[src/sv/euler_angles_to_plane_frame_defines.svh]
// assertion helpers for the euler angles to plane frame block
`ifndef EULER_ANGLES_TO_PLANE_FRAME_DEFINES_SVH
`define EULER_ANGLES_TO_PLANE_FRAME_DEFINES_SVH

// same-cycle implication, sampled on clk, off during reset
`define EAPF_ASSERT_IMP(lbl, ante, cons, msg) \
    lbl: assert property (@(posedge clk) disable iff (!rst_n) (ante) |-> (cons)) \
        else $error(msg);

// next-cycle implication, sampled on clk, off during reset
`define EAPF_ASSERT_NXT(lbl, ante, cons, msg) \
    lbl: assert property (@(posedge clk) disable iff (!rst_n) (ante) |=> (cons)) \
        else $error(msg);

`endif

[src/sv/eapf_pkg.sv]
`timescale 1ns / 1ps
// ----------------------------------------------------------------------------
// eapf_pkg
// shared constants, types and arithmetic helpers for the plane frame block
// ----------------------------------------------------------------------------
package eapf_pkg;

    localparam int CORDIC_STAGES_DEF  = 16;
    localparam int AXIS_FRAC_BITS_DEF = 14;

    localparam int XY_W = 33;
    localparam int Z_W  = 34;

    localparam int TURN_UNITS = 46080;
    localparam int DegDiv     = 45;
    localparam logic [13:0] RECIP45 = 14'd11651;

    localparam logic signed [XY_W-1:0] X_INIT = 33'sh026DD3B6A;

    typedef logic [31:0] atan_tab_t [24];
    localparam atan_tab_t ATAN_TAB = '{
        32'h20000000, 32'h12E4051E, 32'h09FB385B, 32'h051111D4, 32'h028B0D43,
        32'h0145D7E1, 32'h00A2F61E, 32'h00517C55, 32'h0028BE53, 32'h00145F2F,
        32'h000A2F98, 32'h000517CC, 32'h00028BE6, 32'h000145F3, 32'h0000A2FA,
        32'h0000517D, 32'h000028BE, 32'h0000145F, 32'h00000A30, 32'h00000518,
        32'h0000028C, 32'h00000146, 32'h000000A3, 32'h00000051
    };

    typedef logic [21:0] frac_tab_t [64];

    // fractional part of r * 2^22 / 45, rounded as the angle scaling needs
    function automatic frac_tab_t build_frac_tab();
        frac_tab_t t;
        for (int i = 0; i < 64; i++)
        begin
            if (i < DegDiv)
            begin
                t[i] = 22'((64'(i) * 64'd4194304 + 64'd22) / DegDiv);
            end
            else
            begin
                t[i] = '0;
            end
        end
        return t;
    endfunction

    localparam frac_tab_t FRAC_TAB = build_frac_tab();

    typedef struct packed {
        logic [31:0]        width;
        logic [31:0]        height;
        logic signed [15:0] sx;
        logic signed [15:0] sy;
    } side_t;

    function automatic logic signed [31:0] qmul(input logic signed [31:0] a,
                                                input logic signed [31:0] b);
        logic signed [63:0] p;
        p = 64'(a) * 64'(b) + 64'sd536870912;
        return 32'(p >>> 30);
    endfunction

    function automatic logic signed [31:0] clamp_q30(input logic signed [XY_W-1:0] v,
                                                     input logic flip);
        logic signed [XY_W-1:0] c;
        c = v;
        if (v > 33'sd1073741824)
        begin
            c = 33'sd1073741824;
        end
        else if (v < -33'sd1073741824)
        begin
            c = -33'sd1073741824;
        end
        if (flip)
        begin
            c = -c;
        end
        return 32'(c);
    endfunction

    // q24.24 product to q16.16, nonpositive gives 1.0, overflow saturates
    function automatic logic [31:0] extent_fin(input logic signed [48:0] p);
        logic signed [40:0] r;
        r = 41'((p + 49'sd128) >>> 8);
        if (r <= 41'sd0)
        begin
            return 32'h0001_0000;
        end
        if (r > 41'sd4294967295)
        begin
            return 32'hFFFF_FFFF;
        end
        return r[31:0];
    endfunction

endpackage

[src/sv/eapf_angle_prep.sv]
`timescale 1ns / 1ps
// ----------------------------------------------------------------------------
// eapf_angle_prep
// reduces an angle to one turn, scales it to a binary angle and folds it
// into the right half plane, three register stages
// ----------------------------------------------------------------------------
module eapf_angle_prep (
    input  logic                            clk,
    input  logic                            en,
    input  logic signed [16:0]              angle,
    output logic signed [eapf_pkg::Z_W-1:0] z_out,
    output logic                            flip_out
);

    logic signed [18:0] shifted;
    logic [17:0]        t;
    logic [15:0]        ua_next;
    logic [15:0]        ua_reg;
    logic [29:0]        prod;
    logic [9:0]         m_next;
    logic [9:0]         m_reg;
    logic [15:0]        ua2_reg;
    logic [15:0]        m45;
    logic [5:0]         r;
    logic [31:0]        th;
    logic               flip_next;
    logic [31:0]        thf;
    logic signed [eapf_pkg::Z_W-1:0] z_next;
    logic signed [eapf_pkg::Z_W-1:0] z_reg;
    logic               flip_reg;

    always_comb
    begin
        shifted = 19'(angle) + 19'sd92160;
        t       = 18'(shifted);
        if (t >= 18'd138240)
        begin
            ua_next = 16'(t - 18'd138240);
        end
        else if (t >= 18'd92160)
        begin
            ua_next = 16'(t - 18'd92160);
        end
        else if (t >= 18'd46080)
        begin
            ua_next = 16'(t - 18'd46080);
        end
        else
        begin
            ua_next = 16'(t);
        end
    end

    // quotient by 45 through a reciprocal, exact for a value below one turn
    assign prod   = 30'(ua_reg) * 30'(eapf_pkg::RECIP45);
    assign m_next = prod[28:19];

    always_comb
    begin
        m45       = 16'(m_reg) * 16'd45;
        r         = 6'(ua2_reg - m45);
        th        = {m_reg, 22'b0} + 32'(eapf_pkg::FRAC_TAB[r]);
        flip_next = th[31] ^ th[30];
        thf       = {th[31] ^ flip_next, th[30:0]};
        z_next    = eapf_pkg::Z_W'($signed(thf));
    end

    always_ff @(posedge clk)
    begin
        if (en)
        begin
            ua_reg   <= ua_next;
            m_reg    <= m_next;
            ua2_reg  <= ua_reg;
            z_reg    <= z_next;
            flip_reg <= flip_next;
        end
    end

    assign z_out    = z_reg;
    assign flip_out = flip_reg;

endmodule

[config.mk]
export PLATFORM = sky130hd
export DESIGN_NAME = eapf_angle_prep
export DESIGN_NICKNAME = d
export VERILOG_FILES = /design/src/sv/euler_angles_to_plane_frame_defines.svh /design/src/sv/eapf_pkg.sv /design/src/sv/eapf_angle_prep.sv
export SDC_FILE = /design/constraint.sdc
export NUM_CORES = 1
export LEC_CHECK = 0
export BUFFER_PORTS_ARGS = -buffer_cell sky130_fd_sc_hd__buf_2
export CORE_MARGIN = 2
export CORE_UTILIZATION = 63
export DETAILED_ROUTE_END_ITERATION = 16
export GPL_ROUTABILITY_DRIVEN = 0
export PLACE_DENSITY = 0.8
export SETUP_SLACK_MARGIN = 0.2
export SYNTH_ARGS = -nofsm -noshare
export SYNTH_HDL_FRONTEND = slang
export SYNTH_SLANG_ARGS = --single-unit
[constraint.sdc]
create_clock -name clk -period 6.16 [get_ports clk]
set_input_delay 1.232 -clock clk [delete_from_list [all_inputs] [get_ports clk]]
set_output_delay 1.232 -clock clk [all_outputs]
set_load 0.01 [all_outputs]
# After elaboration in Yosys (flattened, before gate mapping)
# Memory sizes are Yosys's and may differ from the RTL's.
# Index checks and enable logic that the tools add are counted.
# word_totals
ff_bits	65
mem_bits_ro	1408
inputBits	19
out_inout_bits	35
word_cells	26
memories	1
# memory_table
name	depth	width	rd	rd_clocked_by_memory_dff	wr	line_no	source
(no name shown)	64	22	1	0	0	eapf_angle_prep.sv:62	th = {m_reg, 22'b0} + 32'(eapf_pkg::FRAC_TAB[r]);
# classes
n_addsub	6
mul	2
magnitude_cmp	4
n_mux	5
bitwise_logic	3
# ops
cell	count
$mux 16	3
$mux 22	2
$add 32x22->32	1
$mul 16x14->29 const B	1
$add 17x18->18 const B	1
$ge 18x16->1 const B	1
$ge 18x17->1 const B	1
$ge 18x18->1 const B	1
$sub 16x13->16 const B	1
$sub 16x15->16 const B	1
$sub 16x16->16 const B	1
$mul 10x6->6 const B	1
$ge 7x7->1 const B	1
$not 6->7	1
$sub 6x6->6	1
$xor 1x1->1	2

# Depth between registers and ports, before layout
# logic_depth
word_depth	9
mapped_depth	20
ltp_nobuf	20

# Worst setup path before layout
# No wires, ideal clock.
# synth_timing
path_kind	reg-to-reg
start	register ua_reg[5]
end	register m_reg[4] (data pin)
setup_time_ns	0.260
t_arrival_ns	5.025
required_time_ns	5.900
path_slack_ns	0.875
path_stages_with_launch	21
path_buffers	0
synth_period_minus_slack_ns	5.285
path_cell_list	edfxtp_1 > ha_1 > inv_1 > fa_1 > inv_1 > fa_1 > inv_1 > fa_1 > inv_1 > fa_1 > inv_1 > fa_1 > inv_1 > ha_1 > and3_1 > nand3_1 > or2_1 > a31oi_1 > a221oi_1 > mux2i_1 > nand2_1
# synth_via
elab_chain_cells	1
# synth_rtl
element	line_no	source
from (decl)	eapf_angle_prep.sv:18	logic [15:0] ua_reg;
from (signal assigned)	eapf_angle_prep.sv:72	ua_reg <= ua_next;
$mul 16x14->29	eapf_angle_prep.sv:55	assign prod = 30'(ua_reg) * 30'(eapf_pkg::RECIP45);
net prod[23]	eapf_angle_prep.sv:19	logic [29:0] prod;
to (signal assigned)	eapf_angle_prep.sv:73	m_reg <= m_next;
to (decl)	eapf_angle_prep.sv:21	logic [9:0] m_reg;
# The timed path passes the listed nets, and every way through them passes these cells.
# A chain may end at the register's enable or synchronous reset.

# Worst setup path in the final report
# layout_timing
start	register ua_reg[4]
end	register m_reg[4] (data pin)
# Same word-level chain as after synthesis.

==> metrics <==
unrepaired setup endpoints after global routing=no; count of hold-fix buffers inserted at cts=0; core outline area=11,400 um^2; detailed placer's ending HPWL=12.2 mm; global-route wire length before repair=25.9 mm; synthesis warning total=0; routed len/inst=16.5 um; netlist area before placement=7380 um^2; ys async rst share=0; post-CTS sizing=0; Die Area=12,600 um^2; total of flip-flops plus latches after synthesis=60; total global routing overflow=0; total number of clock tree sinks=60; sequential share of the synthesized area=0.244; Sum Neg Setup Slack=0 ps; number of non-filler instances in the completed layout=939; Final Hold Violating Endpoints=0; DRC violation count after routing=0; number of buffers inserted to repair setup after CTS=0; per-instance average area after synthesis=9.80 um^2; type of origin of the critical path=flip-flop; crit path max fanout=7; arrival time at the worst endpoint=5680 ps; I/O pins=54; routed via count divided by cell count=5.91; clock tree skew after final layout=9.26 ps; total routed wirelength=15.5 mm; CP required=6250 ps; gate count of the mapped netlist=753; number of DRC markers after the initial detailed-route iteration=386; final critical path time including I/O delays and setup=5590 ps; number of antenna violations at the first check in global routing=0; syn nets=964; Placed Instance Area=7720 um^2; CTS tree=yes; number of input and output port buffers inserted=53; number of buffers created by CTS=9; final setup fails=0; final-report max-slew violation count=0; vias in the first global route=5,679; area added between synthesis and finish=9.00%; total number of vias=5,546; chip width=112 um; kind of path behind the tightest hold check=flip-flop to flip-flop; CTS H-Tree Depth=3; core utilization of the finished layout=0.705; share of cells above drive strength 1=0.108; Crit. End Element=flip-flop; relative slew slack=0.203; transition time at the pin with the least slew margin=1190 ps; crit share post-route=0.908; number of flip-flops in the largest register=27; residual antenna-violating net count after detailed routing=0; Inst Count DP=923; std cell rows=39; Starting Density=0.646; number of distinct standard cells referenced by the synthesized netlist=64; status=complete, no violations; number of maximum-capacitance violations=0; Post-synth EDFFs=60; clk buf depth=2; number of diodes=0; global routing usage summed across all routing layers=0.255; category of the most critical setup path=flip-flop to flip-flop; # nets final=1,002; largest net degree at the start of global routing=61; number of detailed-route iterations in the first pass=7; Fmax achieved=179 MHz; design area=8050 um^2; Worst-Skew Late Latency=340 ps; die outline height=112 um; root buffer selected by CTS=sky130_fd_sc_hd__clkbuf_16; clock edge transition at the registers on the reported setup and hold paths=60 ps; most instantiated flip-flop cell in the synthesis netlist=sky130_fd_sc_hd__edfxtp_1
## layout make-up
cell class / instances / area, um^2
multi-input cells: 528 / 4950
flip-flops and latches: 60 / 1800
well taps: 143 / 179
clock buffers: 9 / 225
inverters: 135 / 507
fillers: 847 / 3370
repair buffers: 57 / 295
clock inverters: 7 / 90.1
## placed cells by master, fill, tap and decap left out, types with 21 or more instances in the layout
cell type                  count
sky130_fd_sc_hd__ha_1        139
sky130_fd_sc_hd__inv_1       134
sky130_fd_sc_hd__edfxtp_1     60
sky130_fd_sc_hd__fa_1         53
sky130_fd_sc_hd__buf_2        53
sky130_fd_sc_hd__nand2_1      39
sky130_fd_sc_hd__a21oi_1      34
sky130_fd_sc_hd__nor2_1       33
sky130_fd_sc_hd__xnor2_1      31
sky130_fd_sc_hd__o21ai_0      21
## synth_stat cells, drive strengths merged, types with 3 or more instances
master / count / area [um^2]
ha: 139 / 1740
inv: 135 / 507
edfxtp: 60 / 1800
fa: 53 / 1060
nand2: 39 / 146
a21oi: 35 / 179
nor2: 33 / 124
xnor2: 32 / 280
o21ai: 30 / 150
clkbuf: 23 / 86.3
a31oi: 18 / 128
xor2: 15 / 131
a21o: 14 / 105
nand3: 14 / 75.1
nor3: 11 / 60.1
o211ai: 10 / 75.1
o22ai: 9 / 56.3
buf: 7 / 52.6
nor2b: 6 / 37.5
nand2b: 5 / 31.3
o221ai: 5 / 50.0
o21a: 4 / 30.0
a21boi: 3 / 22.5
a221oi: 3 / 32.5
a311o: 3 / 30.0
and2: 3 / 18.8
mux2: 3 / 33.8
mux2i: 3 / 30.0
nand4: 3 / 18.8
or4: 3 / 30.0
## kinds of logic after synthesis
family / synth area share
xor gates and xnor gates: 0.0558
and+or+nand+nor: 0.0865
adders and majority gates: 0.379
buffers and inverters: 0.0875
DFF: 0.244
AOI/OAI and AO/OA: 0.138
muxes: 0.00865
## metal layers
layer	vias to the layer above	routed length [um]	GRT usage
met3	38	808	0.0410
met2	184	7810	0.459
met1	2653	6530	0.314
met5	-	0	0
li1	2671	-	-
met4	0	345	0.0789
## per-stage QoR
step           hold slack (ps)  setup WS, ps
4_1_cts                    429           491
5_1_grt                    443           267
3_5_place_dp               408           513
6_report                   427           568
2_1_floorplan              400           875
3_3_place_gp               402           701
## worst max-delay path: stages (launching register included)
cell                       delay [ps]
sky130_fd_sc_hd__edfxtp_1         520
sky130_fd_sc_hd__ha_1             370
sky130_fd_sc_hd__inv_1             60
sky130_fd_sc_hd__fa_1             490
sky130_fd_sc_hd__inv_1             60
sky130_fd_sc_hd__fa_1             530
sky130_fd_sc_hd__inv_1             60
sky130_fd_sc_hd__fa_1             530
sky130_fd_sc_hd__inv_1             60
sky130_fd_sc_hd__fa_1             540
sky130_fd_sc_hd__inv_1             50
sky130_fd_sc_hd__fa_1             490
sky130_fd_sc_hd__inv_1             40
sky130_fd_sc_hd__ha_1             370
sky130_fd_sc_hd__and3_1           220
sky130_fd_sc_hd__nand3_1          150
sky130_fd_sc_hd__or2_1            140
sky130_fd_sc_hd__a31oi_1          100
sky130_fd_sc_hd__a221oi_2         270
sky130_fd_sc_hd__mux2i_1          220
sky130_fd_sc_hd__nand2_1           70
## final timing paths
| kind | start | slack [ps] | endpoint | depth (start not counted) |
|---|---|---|---|---|
| max reg2reg | ua_reg[4] | 570 | m_reg[4] | 20 |
| min reg2reg | m_reg[6] | 430 | z_out[28] | 0 |
| min | m_reg[6] | 430 | z_out[28] | 0 |
| max | ua_reg[4] | 570 | m_reg[4] | 20 |
Power is left out: the tool's default activity adds up to more than one toggle a clock period on the data nets, which glitch-free logic cannot reach.
