File: config.mk
export PLATFORM = sky130hd
export DESIGN_NAME = eapf_cordic_cell
export DESIGN_NICKNAME = d
export VERILOG_FILES = /design/src/sv/euler_angles_to_plane_frame_defines.svh /design/src/sv/eapf_pkg.sv /design/src/sv/eapf_cordic_cell.sv
export SDC_FILE = /design/constraint.sdc
export NUM_CORES = 1
export LEC_CHECK = 0
export BUFFER_PORTS_ARGS = -buffer_cell sky130_fd_sc_hd__clkbuf_2
export CORE_MARGIN = 8
export CORE_UTILIZATION = 40
export DETAILED_ROUTE_END_ITERATION = 10
export PLACE_DENSITY_LB_ADDON = 0.25
export SYNTH_ARGS = -nofsm -noshare
export SYNTH_HDL_FRONTEND = slang
export SYNTH_SLANG_ARGS = --single-unit
File: constraint.sdc
create_clock -name clk -period 3.3 [get_ports clk]
set_clock_uncertainty 0.05 [all_clocks]
set_input_delay 0.66 -clock clk [delete_from_list [all_inputs] [get_ports clk]]
set_output_delay 0.66 -clock clk [all_outputs]
set_load 0.005 [all_outputs]
File: src/sv/euler_angles_to_plane_frame_defines.svh
// assertion helpers for the euler angles to plane frame block
`ifndef EULER_ANGLES_TO_PLANE_FRAME_DEFINES_SVH
`define EULER_ANGLES_TO_PLANE_FRAME_DEFINES_SVH

// same-cycle implication, sampled on clk, off during reset
`define EAPF_ASSERT_IMP(lbl, ante, cons, msg) \
    lbl: assert property (@(posedge clk) disable iff (!rst_n) (ante) |-> (cons)) \
        else $error(msg);

// next-cycle implication, sampled on clk, off during reset
`define EAPF_ASSERT_NXT(lbl, ante, cons, msg) \
    lbl: assert property (@(posedge clk) disable iff (!rst_n) (ante) |=> (cons)) \
        else $error(msg);

`endif

File: src/sv/eapf_pkg.sv
`timescale 1ns / 1ps
// ----------------------------------------------------------------------------
// eapf_pkg
// shared constants, types and arithmetic helpers for the plane frame block
// ----------------------------------------------------------------------------
package eapf_pkg;

    localparam int CORDIC_STAGES_DEF  = 16;
    localparam int AXIS_FRAC_BITS_DEF = 14;

    localparam int XY_W = 33;
    localparam int Z_W  = 34;

    localparam int TURN_UNITS = 46080;
    localparam int DegDiv     = 45;
    localparam logic [13:0] RECIP45 = 14'd11651;

    localparam logic signed [XY_W-1:0] X_INIT = 33'sh026DD3B6A;

    typedef logic [31:0] atan_tab_t [24];
    localparam atan_tab_t ATAN_TAB = '{
        32'h20000000, 32'h12E4051E, 32'h09FB385B, 32'h051111D4, 32'h028B0D43,
        32'h0145D7E1, 32'h00A2F61E, 32'h00517C55, 32'h0028BE53, 32'h00145F2F,
        32'h000A2F98, 32'h000517CC, 32'h00028BE6, 32'h000145F3, 32'h0000A2FA,
        32'h0000517D, 32'h000028BE, 32'h0000145F, 32'h00000A30, 32'h00000518,
        32'h0000028C, 32'h00000146, 32'h000000A3, 32'h00000051
    };

    typedef logic [21:0] frac_tab_t [64];

    // fractional part of r * 2^22 / 45, rounded as the angle scaling needs
    function automatic frac_tab_t build_frac_tab();
        frac_tab_t t;
        for (int i = 0; i < 64; i++)
        begin
            if (i < DegDiv)
            begin
                t[i] = 22'((64'(i) * 64'd4194304 + 64'd22) / DegDiv);
            end
            else
            begin
                t[i] = '0;
            end
        end
        return t;
    endfunction

    localparam frac_tab_t FRAC_TAB = build_frac_tab();

    typedef struct packed {
        logic [31:0]        width;
        logic [31:0]        height;
        logic signed [15:0] sx;
        logic signed [15:0] sy;
    } side_t;

    function automatic logic signed [31:0] qmul(input logic signed [31:0] a,
                                                input logic signed [31:0] b);
        logic signed [63:0] p;
        p = 64'(a) * 64'(b) + 64'sd536870912;
        return 32'(p >>> 30);
    endfunction

    function automatic logic signed [31:0] clamp_q30(input logic signed [XY_W-1:0] v,
                                                     input logic flip);
        logic signed [XY_W-1:0] c;
        c = v;
        if (v > 33'sd1073741824)
        begin
            c = 33'sd1073741824;
        end
        else if (v < -33'sd1073741824)
        begin
            c = -33'sd1073741824;
        end
        if (flip)
        begin
            c = -c;
        end
        return 32'(c);
    endfunction

    // q24.24 product to q16.16, nonpositive gives 1.0, overflow saturates
    function automatic logic [31:0] extent_fin(input logic signed [48:0] p);
        logic signed [40:0] r;
        r = 41'((p + 49'sd128) >>> 8);
        if (r <= 41'sd0)
        begin
            return 32'h0001_0000;
        end
        if (r > 41'sd4294967295)
        begin
            return 32'hFFFF_FFFF;
        end
        return r[31:0];
    endfunction

endpackage

File: src/sv/eapf_cordic_cell.sv
`timescale 1ns / 1ps
// ----------------------------------------------------------------------------
// eapf_cordic_cell
// one rotation-mode cordic micro-rotation with its output register
// ----------------------------------------------------------------------------
module eapf_cordic_cell #(
    parameter int STAGE = 0
) (
    input  logic                             clk,
    input  logic                             en,
    input  logic signed [eapf_pkg::XY_W-1:0] x_in,
    input  logic signed [eapf_pkg::XY_W-1:0] y_in,
    input  logic signed [eapf_pkg::Z_W-1:0]  z_in,
    input  logic                             flip_in,
    output logic signed [eapf_pkg::XY_W-1:0] x_out,
    output logic signed [eapf_pkg::XY_W-1:0] y_out,
    output logic signed [eapf_pkg::Z_W-1:0]  z_out,
    output logic                             flip_out
);

    localparam logic signed [eapf_pkg::Z_W-1:0] ATAN =
        eapf_pkg::Z_W'(eapf_pkg::ATAN_TAB[STAGE]);

    logic signed [eapf_pkg::XY_W-1:0] dx;
    logic signed [eapf_pkg::XY_W-1:0] dy;
    logic signed [eapf_pkg::XY_W-1:0] x_next;
    logic signed [eapf_pkg::XY_W-1:0] y_next;
    logic signed [eapf_pkg::Z_W-1:0]  z_next;
    logic signed [eapf_pkg::XY_W-1:0] x_reg;
    logic signed [eapf_pkg::XY_W-1:0] y_reg;
    logic signed [eapf_pkg::Z_W-1:0]  z_reg;
    logic                             flip_reg;

    always_comb
    begin
        dx = y_in >>> STAGE;
        dy = x_in >>> STAGE;
        if (z_in >= 0)
        begin
            x_next = x_in - dx;
            y_next = y_in + dy;
            z_next = z_in - ATAN;
        end
        else
        begin
            x_next = x_in + dx;
            y_next = y_in - dy;
            z_next = z_in + ATAN;
        end
    end

    always_ff @(posedge clk)
    begin
        if (en)
        begin
            x_reg    <= x_next;
            y_reg    <= y_next;
            z_reg    <= z_next;
            flip_reg <= flip_in;
        end
    end

    assign x_out    = x_reg;
    assign y_out    = y_reg;
    assign z_out    = z_reg;
    assign flip_out = flip_reg;

endmodule

; ---- Word-level counts from Yosys, hierarchy flattened
; Cells that the tools add are included.
[op_classes]
addsub = 5
order_cmp = 1
mux = 3
[op_table]
columns = op, count
row1 = 33-bit 2-to-1 mux, 2
row2 = 33-bit subtractor, 2
row3 = 34-bit by 31-bit adder with 34-bit output (second input constant), 1
row4 = 34-bit by 1-bit greater-or-equal comparator with 1-bit output (second input constant), 1
row5 = 34-bit 2-to-1 mux, 1
row6 = 34-bit by 31-bit subtractor with 34-bit output (second input constant), 1
row7 = 33-bit adder, 1
[totals]
register_bits = 101
inputBits = 103
output_inout_bits = 101
word_cells = 13

; ---- Longest topological paths before layout
[depth]
depth_word = 2
mapped_depth = 15
mapped_depth_nobuf = 13

; ---- Worst setup path before layout
; Ideal clock, no wire load.
[synth_timing]
kind = input to register
startpoint = input z_in[33] in the netlist's numbering
endpoint = register z_reg, in the netlist z_out[32], data pin
arrival_time_ns = 2.780
required_time_ns = 2.988
slack_ns = 0.207
path_stages = 14
path_cell_list = inv_1 -> ha_1 -> nor4b_1 -> nand4_1 -> nor4_1 -> and4_1 -> nor2_2 -> inv_2 -> buf_4 -> buf_2 -> ha_1 -> a21o_1 -> a21oi_1 -> xor2_1
[synth_between]
elab_chain_len = 2
[synth_rtl]
columns = item, line
row1 = "start, declared", eapf_cordic_cell.sv:13  ; input logic signed [eapf_pkg::Z_W-1:0] z_in,
row2 = 34-bit by 1-bit greater-or-equal comparator with 1-bit output, eapf_cordic_cell.sv:38  ; if (z_in >= 0)
row3 = 34-bit 2-to-1 mux, eapf_cordic_cell.sv:38
row4 = via z_next (one bit), eapf_cordic_cell.sv:28  ; logic signed [eapf_pkg::Z_W-1:0] z_next;
row5 = "end signal, assigned", eapf_cordic_cell.sv:58  ; z_reg <= z_next;
row6 = "end, declared", eapf_cordic_cell.sv:31  ; logic signed [eapf_pkg::Z_W-1:0] z_reg;
; The timed path passes the listed nets, and every way through them passes these cells.
; A chain may end at the register's enable or synchronous reset.

; ---- Worst setup path after layout
[layout_timing]
startpoint = input x_in[0] in the netlist's numbering
endpoint = register x_reg, in the netlist x_out[20], data pin
[layout_between]
elab_chain_len = 2
[layout_rtl]
columns = item, line
row1 = "start, declared", eapf_cordic_cell.sv:11  ; input logic signed [eapf_pkg::XY_W-1:0] x_in,
row2 = 33-bit adder or 33-bit subtractor (tied branches), "eapf_cordic_cell.sv:46, eapf_cordic_cell.sv:40"
row3 = 33-bit 2-to-1 mux (*), eapf_cordic_cell.sv:38
row4 = via x_next (one bit), eapf_cordic_cell.sv:26  ; logic signed [eapf_pkg::XY_W-1:0] x_next;
row5 = "end signal, assigned", eapf_cordic_cell.sv:56  ; x_reg <= x_next;
row6 = "end, declared", eapf_cordic_cell.sv:29  ; logic signed [eapf_pkg::XY_W-1:0] x_reg;
; Mark *: on every way through the listed nets, which the timed path passes. The rest lies on a longest branch.

==> run metrics <==
cell repeated most along the worst path buf_4; Clock Sinks 100; Area after DPL 0.0120 sq mm; Site Rows 55; Reg clk slew, reported paths 0.07 ns; DRT Pass-1 Iters 5; fin nets 1619; WL/cell 18.6 um; actual slew at the worst max-slew pin 0.734 ns; Distinct cells, synth 79; critical path data required time 3.35 ns; Place WS -0.270 ns; FILL cells 2141; drt drc 0; # setup viols final 0; die width 168 um; P_leak 5.78 nW; area grow syn2layout 34.4%; first-pass GRT wire length 50100 um; Die Y 168 um; CTS tree done; die area 0.0281 sq mm; status finished clean; Initial DRC Count 610; Via Count 9166; CP cell instances clkbuf_2 > ha_1 > fa_1 > nor2b_1 > o211ai_2 > nand3_2 > a211oi_4 > buf_4 > o21bai_1 > a311oi_1 > buf_4 > mux2_1 > a31oi_1 > xnor2_1; post-synth top area share 32.7%; ys async rst share 0%; syn_nets 1232; gp weighted congestion 0.934; Synth area leader edfxtp_1; HP Class input pin to register; Hold Buf Count CTS 0; warnings from Yosys 0; global route overflow 0; Root Driver clkbuf_16; f_max 313 MHz; Max H-tree Level 3; global-route usage over all layers 22.2%; DP Wirelength 26700 um; Port Buffers 203; Mapped Area 0.00920 sq mm; post-route setup slack 0.105 ns; slowest stage delay, CP 0.41 ns; min Tclk post-route 3.20 ns; critical path fanouts, max 5; sequential area share after synthesis 32.7%; list of most frequent post-synthesis cells a21oi_1, edfxtp_1, ha_1; P per Cell Area 384 mW/mm^2; total power 4.74 mW; Setup crit end kind register; Final Max Tran Viols 0; Arr. time, crit path 3.25 ns; Hold Vio Cnt, Final 0; maximum vdd drop 0.000278 V; #FFs+latches synth 100; final worst-path cycle share 96.8%; end of the critical path x_out[20]$_DFFE_PP_; post-route ant nets 0; number of CTS-inserted buffers 9; Starting Density 40.7%; Diodes inserted 0; largest net degree at the start of global routing 54; clk buf depth 2; syn avg cell area 8.97 sq um; element type at the critical path start input pin; RSZ-0062 raised after global routing no; crit path launch x_in[0]; # IOs 204; ranking of synthesized cells by area edfxtp_1, ha_1, a21oi_1; Slowest-stage cell, CP fa_1; final instance area 0.0124 sq mm; most numerous cell in the Yosys netlist a21oi_1; Post-synth EDFFs 100; antenna violations before repair 0; max-cap violations 0; max_slew headroom 51.0%; number of global-route vias before repair 9209; Layout Utilization 54.7%; layout cells sized above 1 34.7%; final WL 31600 um; vias per inst 5.39; synthesized instance count 1025; Top FF cell, synth edfxtp_1; Core Region 0.0226 sq mm; Crit Path Class input pin to register
## critical path, delay by kind of cell
family                   cells  cell delay (ns)
AO/OA/AOI/OAI                5             0.89
adder cells (fa/ha/maj)      2             0.65
buffers and inverters        3             0.45
AND/OR/NAND/NOR              2             0.34
multiplexers                 1             0.13
XOR/XNOR                     1             0.13
## registers in the layout (all words and copies together), names as in the netlist
register and flops:
z_out 34, x_out 33, y_out 32, flip_out 1
## layout make-up
cell class	instances	area, sq um	share of cell area, %
Inverter	102	383	3.10
Multi-Input combinational cell	778	5590	45.3
Sequential cell	100	3000	24.3
Clock buffer	10	229	1.85
Tap cell	285	357	2.89
Timing Repair Buffer	421	2710	21.9
Clock inverter	6	86.3	0.699
## worst min-delay path by stage
stage / start / to / slack [ns] / depth (start not counted)
after floorplan: flip_in / flip_out$_DFFE_PP_ / 0.71 / 0
after global placement: flip_in / flip_out$_DFFE_PP_ / 0.79 / 1
after detailed placement: flip_in / flip_out$_DFFE_PP_ / 0.79 / 1
after CTS: flip_in / flip_out$_DFFE_PP_ / 0.42 / 1
after global routing: flip_in / flip_out$_DFFE_PP_ / 0.42 / 1
final: flip_in / flip_out$_DFFE_PP_ / 0.43 / 1
## through the flow
step	setup TNS (ns)	cells	hold WS, ns
5_1_grt	0	1702	0.418
3_5_place_dp	-4.54	1686	0.789
4_1_cts	0	1702	0.422
6_report	0	1702	0.433
3_3_place_gp	-3.52	1686	0.792
2_1_floorplan	0	1025	0.709
## what timing repair did
item | in CTS | in global routing
hold endpoints to repair | 0 | 0
setup endpoints to repair | 0 | 12
gates resized for setup | 0 | 9
setup buffers | 0 | 0
## power breakdown
group	internal [mW]	switching, mW	total [mW]
clock network	0.667	0.480	1.15
logic	0.866	1.03	1.90
registers	1.64	0.0605	1.70
## cell usage in the layout (no fill, tap or decap), types with 4 or more instances in the layout
cell | Yosys | final
nand2_1 | 59 | 59
nand3_1 | 14 | 13
a21oi_1 | 122 | 120
xnor2_1 | 57 | 57
nand2b_1 | 9 | 9
ha_1 | 100 | 100
o31ai_1 | 9 | 7
nor4_1 | 17 | 17
clkbuf_2 | 0 | 202
a31oi_1 | 7 | 7
inv_1 | 94 | 94
edfxtp_1 | 100 | 100
nor3_1 | 24 | 24
clkbuf_16 | 0 | 9
buf_12 | 0 | 4
a21oi_2 | 8 | 10
nor2b_1 | 9 | 9
nand4_1 | 16 | 16
mux2i_1 | 14 | 14
fa_1 | 4 | 4
or3_1 | 4 | 4
a21o_1 | 21 | 21
nor2_1 | 97 | 97
o211ai_1 | 10 | 10
buf_4 | 8 | 215
inv_2 | 8 | 8
or4_1 | 5 | 5
a211oi_1 | 10 | 9
o31ai_2 | 2 | 4
o21ai_1 | 13 | 14
o21ai_0 | 45 | 44
o21bai_1 | 18 | 18
o21a_1 | 8 | 8
xor2_1 | 8 | 8
## cells by family after synthesis
family / synth area share [%]
multiplexers: 1.65
buffers and inverters: 7.05
AO/OA/AOI/OAI: 23.4
XOR/XNOR: 6.19
flip-flops: 32.7
adder cells (fa/ha/maj): 14.5
AND/OR/NAND/NOR: 14.6
## metal layers
layer,share of wire [%],GRT usage (%)
met5,0,0
met4,1.7,5.24
met3,6.7,4.26
met2,46,36.5
met1,46,29.6
No activity file was read; power rests on OpenSTA's default activity.
